**src/design/prec_pkg.sv**
```systemverilog
`timescale 1ns / 1ps
`default_nettype none
// ----------------------------------------------------------------------------
// Point region exclusion classifier package
// Shared constants, command codes and the controller/datapath interface types.
// ----------------------------------------------------------------------------
package prec_pkg;

    localparam int COORD_W    = 32;   // Q16.16 coordinate width
    localparam int TOL_W      = 31;   // edge tolerance width
    localparam int COUNT_W    = 4;    // region_count register width
    localparam int CNT_W      = 7;    // wide enough for any region count setting
    localparam int NODE_W     = 16;   // node_index field width
    localparam int NODE_CMP_W = 21;   // wide enough for any node count setting
    localparam int CFG_IDX_W  = 3;
    localparam int CFG_DATA_W = 32;

    // Item commands.
    localparam logic [1:0] CMD_LOAD  = 2'd0;
    localparam logic [1:0] CMD_BUILD = 2'd1;
    localparam logic [1:0] CMD_QUERY = 2'd2;

    // Operating modes.
    localparam logic [1:0] MODE_OFF     = 2'd0;
    localparam logic [1:0] MODE_COMPUTE = 2'd1;
    localparam logic [1:0] MODE_STORED  = 2'd2;

    // Region kinds.
    localparam logic [1:0] KIND_CIRCLE = 2'd1;
    localparam logic [1:0] KIND_RECT   = 2'd2;

    // Configuration register indexes.
    localparam logic [CFG_IDX_W-1:0] REG_MODE         = 3'd0;
    localparam logic [CFG_IDX_W-1:0] REG_BOX_MIN_X    = 3'd1;
    localparam logic [CFG_IDX_W-1:0] REG_BOX_MIN_Y    = 3'd2;
    localparam logic [CFG_IDX_W-1:0] REG_BOX_MAX_X    = 3'd3;
    localparam logic [CFG_IDX_W-1:0] REG_BOX_MAX_Y    = 3'd4;
    localparam logic [CFG_IDX_W-1:0] REG_TOLERANCE    = 3'd5;
    localparam logic [CFG_IDX_W-1:0] REG_REGION_COUNT = 3'd6;

    // Multiplier operand select.
    localparam logic [1:0] MUL_X = 2'd0;
    localparam logic [1:0] MUL_Y = 2'd1;
    localparam logic [1:0] MUL_Z = 2'd2;
    localparam logic [1:0] MUL_R = 2'd3;

    typedef struct packed {
        logic       latch_item;
        logic       load_region;
        logic       slot_clear;
        logic       slot_inc;
        logic       mag_load;
        logic       mul_en;
        logic [1:0] mul_sel;
        logic       acc_load;
        logic       acc_add;
        logic       flag_one;
        logic       flag_zero;
        logic       flag_stored;
        logic       store_write;
        logic       out_load;
    } prec_ctl_t;

    typedef struct packed {
        logic [1:0] mode;
        logic       box_fail;
        logic       count_zero;
        logic       last_slot;
        logic       kind_circle;
        logic       kind_rect;
        logic       rect_hit;
        logic       radius_pos;
        logic       dist_lt;
    } prec_stat_t;

endpackage
`default_nettype wire

```
**src/design/prec_ctrl.sv**
```systemverilog
`timescale 1ns / 1ps
`default_nettype none
// ----------------------------------------------------------------------------
// Classifier controller
// Sequences box check, region walk, multiplier steps, bit store and output.
// ----------------------------------------------------------------------------
module prec_ctrl
(
    input  wire logic                 clk,
    input  wire logic                 rst_n,
    input  wire logic                 in_valid,
    output logic                      in_ready,
    input  wire logic [1:0]           item_cmd,
    output logic                      out_valid,
    input  wire logic                 out_ready,
    output prec_pkg::prec_ctl_t       ctl,
    input  wire prec_pkg::prec_stat_t stat
);

    localparam logic [3:0] S_IDLE   = 4'd0;
    localparam logic [3:0] S_BOX    = 4'd1;
    localparam logic [3:0] S_READ   = 4'd2;
    localparam logic [3:0] S_EVAL   = 4'd3;
    localparam logic [3:0] S_MX     = 4'd4;
    localparam logic [3:0] S_MY     = 4'd5;
    localparam logic [3:0] S_MZ     = 4'd6;
    localparam logic [3:0] S_MR     = 4'd7;
    localparam logic [3:0] S_CMP    = 4'd8;
    localparam logic [3:0] S_DONE   = 4'd9;
    localparam logic [3:0] S_LOOK   = 4'd10;
    localparam logic [3:0] S_FETCH  = 4'd11;
    localparam logic [3:0] S_FINISH = 4'd12;

    logic [3:0] state_reg;
    logic [3:0] state_next;
    logic       is_build_reg;
    logic       is_build_next;
    logic       out_valid_reg;
    logic       out_valid_next;

    always_comb
    begin
        ctl           = '0;
        state_next    = state_reg;
        is_build_next = is_build_reg;
        case (state_reg)
            S_IDLE:
            begin
                if (in_valid)
                begin
                    ctl.latch_item = 1'b1;
                    case (item_cmd)
                        prec_pkg::CMD_LOAD:
                        begin
                            ctl.load_region = 1'b1;
                        end
                        prec_pkg::CMD_BUILD:
                        begin
                            is_build_next = 1'b1;
                            state_next    = S_BOX;
                        end
                        prec_pkg::CMD_QUERY:
                        begin
                            is_build_next = 1'b0;
                            if (stat.mode == prec_pkg::MODE_COMPUTE)
                            begin
                                state_next = S_BOX;
                            end
                            else if (stat.mode == prec_pkg::MODE_STORED)
                            begin
                                state_next = S_LOOK;
                            end
                            else
                            begin
                                ctl.flag_one = 1'b1;
                                state_next   = S_FINISH;
                            end
                        end
                        default:
                        begin
                        end
                    endcase
                end
            end
            S_BOX:
            begin
                if (stat.box_fail)
                begin
                    ctl.flag_zero = 1'b1;
                    state_next    = S_DONE;
                end
                else if (stat.count_zero)
                begin
                    ctl.flag_one = 1'b1;
                    state_next   = S_DONE;
                end
                else
                begin
                    ctl.slot_clear = 1'b1;
                    state_next     = S_READ;
                end
            end
            S_READ:
            begin
                state_next = S_EVAL;
            end
            S_EVAL:
            begin
                if (stat.kind_rect && stat.rect_hit)
                begin
                    ctl.flag_zero = 1'b1;
                    state_next    = S_DONE;
                end
                else if (stat.kind_circle && stat.radius_pos)
                begin
                    ctl.mag_load = 1'b1;
                    state_next   = S_MX;
                end
                else if (stat.last_slot)
                begin
                    ctl.flag_one = 1'b1;
                    state_next   = S_DONE;
                end
                else
                begin
                    ctl.slot_inc = 1'b1;
                    state_next   = S_READ;
                end
            end
            S_MX:
            begin
                ctl.mul_en  = 1'b1;
                ctl.mul_sel = prec_pkg::MUL_X;
                state_next  = S_MY;
            end
            S_MY:
            begin
                ctl.mul_en   = 1'b1;
                ctl.mul_sel  = prec_pkg::MUL_Y;
                ctl.acc_load = 1'b1;
                state_next   = S_MZ;
            end
            S_MZ:
            begin
                ctl.mul_en  = 1'b1;
                ctl.mul_sel = prec_pkg::MUL_Z;
                ctl.acc_add = 1'b1;
                state_next  = S_MR;
            end
            S_MR:
            begin
                ctl.mul_en  = 1'b1;
                ctl.mul_sel = prec_pkg::MUL_R;
                ctl.acc_add = 1'b1;
                state_next  = S_CMP;
            end
            S_CMP:
            begin
                if (stat.dist_lt)
                begin
                    ctl.flag_zero = 1'b1;
                    state_next    = S_DONE;
                end
                else if (stat.last_slot)
                begin
                    ctl.flag_one = 1'b1;
                    state_next   = S_DONE;
                end
                else
                begin
                    ctl.slot_inc = 1'b1;
                    state_next   = S_READ;
                end
            end
            S_DONE:
            begin
                if (is_build_reg)
                begin
                    ctl.store_write = 1'b1;
                    state_next      = S_IDLE;
                end
                else
                begin
                    state_next = S_FINISH;
                end
            end
            S_LOOK:
            begin
                state_next = S_FETCH;
            end
            S_FETCH:
            begin
                ctl.flag_stored = 1'b1;
                state_next      = S_FINISH;
            end
            S_FINISH:
            begin
                if (!out_valid_reg || out_ready)
                begin
                    ctl.out_load = 1'b1;
                    state_next   = S_IDLE;
                end
            end
            default:
            begin
                state_next = S_IDLE;
            end
        endcase
    end

    always_comb
    begin
        if (ctl.out_load)
        begin
            out_valid_next = 1'b1;
        end
        else if (out_ready)
        begin
            out_valid_next = 1'b0;
        end
        else
        begin
            out_valid_next = out_valid_reg;
        end
    end

    always_ff @(posedge clk or negedge rst_n)
    begin
        if (!rst_n)
        begin
            state_reg     <= S_IDLE;
            is_build_reg  <= 1'b0;
            out_valid_reg <= 1'b0;
        end
        else
        begin
            state_reg     <= state_next;
            is_build_reg  <= is_build_next;
            out_valid_reg <= out_valid_next;
        end
    end

    assign in_ready  = (state_reg == S_IDLE);
    assign out_valid = out_valid_reg;

endmodule
`default_nettype wire

```
**config.mk**
```make
export PLATFORM = sky130hd
export DESIGN_NAME = prec_ctrl
export DESIGN_NICKNAME = d
export VERILOG_FILES = /design/src/design/prec_pkg.sv /design/src/design/prec_ctrl.sv
export SDC_FILE = /design/constraint.sdc
export NUM_CORES = 1
export LEC_CHECK = 0
export BUFFER_PORTS_ARGS = -buffer_cell sky130_fd_sc_hd__buf_2
export CAP_MARGIN = 40
export CORE_AREA = 2 2 46 48
export DETAILED_ROUTE_END_ITERATION = 6
export DIE_AREA = 0 0 48 50
export PLACE_DENSITY = 0.68
export SLEW_MARGIN = 20
export SYNTH_ARGS = -nofsm -noshare
export SYNTH_HDL_FRONTEND = slang
export SYNTH_SLANG_ARGS = --single-unit
```
**constraint.sdc**
```tcl
create_clock -name clk -period 1.8 [get_ports clk]
set_input_delay 0.54 -clock clk [delete_from_list [all_inputs] [get_ports clk]]
set_output_delay 0.54 -clock clk [all_outputs]
set_load 0.05 [all_outputs]
```
==> summary.txt <==
Setup path
  – Arrival time at the worst endpoint: 1.75 ns
  – CP peak stage delay: ~0.58 ns
  – FF-to-FF path depth: 11
  – Critical path cell sequence: or4b_4 -> buf_6 -> nor3_4 -> buf_6
  – Crit start category: flip-flop
  – CP max-delay cell: or4b_4
  – R2R setup slack: -0.20 ns
  – CP Class: flip-flop to primary output
  – Crit Path Max Fanout: 4
  – RR Endpoint: state_reg[3]
  – Crit Reg-Reg Startpoint: state_reg[0]
  – Worst EP required: between 1 and 1.5 ns
  – Crit. End Element: primary output
  – CP dominant cell by count: buf_6

Clock tree
  – CTS buffer count: 3
  – CTS Buffer Depth: 2
  – Clk slew on worst S/H paths: ~0.050 ns
  – Clock root buffer: clkbuf_4
  – CTS tree: done
  – CTS H-Tree Depth: 1
  – Hold Buf Count CTS: 0
  – Clock Sinks: 6
  – Insertion delay to the later sink of the worst-skew pair: 0.24 ns

Floorplanning
  – Core area: about 0.0019 mm²
  – Boundary pin count: 33
  – Die ar.: between 0.002 and 0.0025 mm²
  – Height of the die: about 50 µm
  – Die width: around 48 µm
  – Row count: 16
  – Initial Util: 38.16%

Global routing
  – Total GRT Usage: a little over 30%
  – Vias in the first global route: between 1000 and 1500
  – Largest net degree at the start of global routing: 9
  – Global-route wire length before repair: about 5000 µm
  – Initial antenna violation count: 0
  – GRT Residual Overflow: 0

Synth
  – Mapped Nets: 110
  – Synth unique cells: 40
  – Synthesized area: a little over 700 µm²
  – Leading area contributor after synthesis: dfrtp_1
  – Ranking of synthesized cells by area: dfrtp_1, ha_1, nor2_1, buf_4, inv_1
  – Sequential area share after synthesis: just over 20%
  – Ys flop type: dfrtp_1
  – Area share of the largest cell type after synthesis: about a fifth
  – Ys Warns: 0
  – Yosys reg bits: 6
  – Mean post-synth cell area: approximately 8 µm²
  – Ys async rst share: 100.0%
  – Count leader, synth: nor2_1
  – Post-Syn Instances: 88
  – Post-synth EDFFs: 0
  – Most instantiated cells after synthesis: nor2_1, inv_1, nand2_1, dfrtp_1, ha_1

Final layout
  – Synthesis-to-layout area growth: 142.4%
  – Nets: 204
  – Multi-input gate area: 690.7 µm²
  – Fillers: 57
  – Number of diodes: 0
  – Register Area: roughly 150 µm²
  – Layout cells sized above 1: roughly 73%
  – Post-layout util: between 90% and 100%
  – Finished Cell Area: roughly 0.0018 mm²
  – Max reg flops: 4

Timing
  – Clock Skew: around 0.0059 ns
  – Max-slew violation count: 0
  – Max_slew headroom: a little under two thirds
  – RSZ-0062 raised after global routing: true
  – Maximum clock frequency: 437.2 MHz
  – Tmin final: around 2.3 ns
  – Worst Tran Pin Value: between 0.5 and 0.6 ns
  – Final Hold Viols: 0
  – Period utilisation layout: 127.1%
  – Hold_ws: between 0.1 and 0.15 ns
  – Final worst setup slack: -0.4874 ns
  – Final Setup Violations: 18

Run status
  – Violated checks: setup timing
  – Run status: complete, but fails checks

Routing
  – Routed WL per cell: 20.70 µm
  – First-pass iteration count of the detailed router: 5
  – DRT Wirelength: 4284 µm
  – Via/cell ratio: between 5 and 6
  – Post-route ant nets: 0
  – 1st-iter DRT viols: 49
  – Via count: approximately 1200
  – # DRC: 0

Place
  – Post-DP HPWL: 1864 µm
  – Routability cong.: about 0.83
  – Dpl cell area: about 0.0012 mm²
  – I/O Buffers: 32

Power
  – Lkg Pwr: approximately 0.00086 µW
  – Worst vdd ir: 1167 µV
  – PwrDens: between 1000 and 1500 mW/mm²

Worst hold path
  – Worst min path class: input pin to asynchronous set/reset pin

Flow run
  – Max-cap violations: 0
==> through the flow <==
step | power, µW | TNS (ns) | cells | setup slack (ns)
after floorplan | 1006 | -2.844 | 88 | -0.5894
after global placement | 1347 | -1.903 | 175 | -0.4286
after detailed placement | 1365 | -2.067 | 175 | -0.4624
after CTS | 2017 | -3.946 | 199 | -0.4395
after global routing | 2453 | -6.095 | 207 | -0.5384
final | 2360 | -5.282 | 207 | -0.4874
==> cells by family after synthesis <==
family	synth area share, %
DFF	20.69
AOI/OAI and AO/OA	18.45
muxes	1.379
adders and majority gates	10.34
and+or+nand+nor	39.31
buffers and inverters	9.828
==> critical path: cells and delay by family, from the launching register on <==
kind / cells / cell delay (ns)
flops: 1 / 0.43
buf+inv: 2 / 0.34
simple gates: 2 / 0.74
==> worst max path at each step <==
| stage | startpoint | to | slack [ns] | cells after the start |
|---|---|---|---|---|
| after floorplan | state_reg[3] | ctl[4] | -0.59 | 4 |
| final | state_reg[2] | ctl[12] | -0.49 | 4 |
| after detailed placement | stat[8] | ctl[4] | -0.46 | 6 |
| after CTS | state_reg[2] | ctl[4] | -0.44 | 4 |
| after global routing | state_reg[2] | ctl[4] | -0.54 | 5 |
| after global placement | stat[8] | ctl[4] | -0.43 | 6 |
==> metal layers <==
layer,vias to the layer above,part of all wire [%],GRT usage (%)
li1,505,-,-
met1,553,34,27.90
met2,91,52,58.44
met3,34,7.5,6.227
met4,0,6.2,11.71
met5,-,0,0
==> placed cells by master (no fill, tap or decap), types with 3 or more instances in the layout <==
cell	count
nand2_1	5
buf_2	16
dfrtp_1	4
nor2_4	3
a31oi_1	3
buf_4	45
nor2_1	7
clkbuf_4	3
buf_8	7
ha_1	6
inv_1	5
buf_6	27
and2_4	3
==> area by class of cell <==
type | count | share of cell area (%)
Sequential cell | 6 | 8.677
Timing Repair Buffer | 95 | 47.01
Multi-Input combinational cell | 69 | 39.26
Inverter | 7 | 1.849
Clock buffer | 3 | 1.280
Tap cell | 27 | 1.920
==> where the power goes <==
part,leakage [µW],internal (µW),switching [µW]
combinational,0.000773,992,996
sequential,0.0000736,186,58.2
clock,0.0000138,75.7,51.6
==> what timing repair did <==
item | CTS | global route
buffers inserted | 21 | 12
setup endpoints to repair | 16 | 20
pin swaps | 10 | 8
gates resized for setup | 63 | 16
Note: power is estimated with default switching activity, not from simulation.
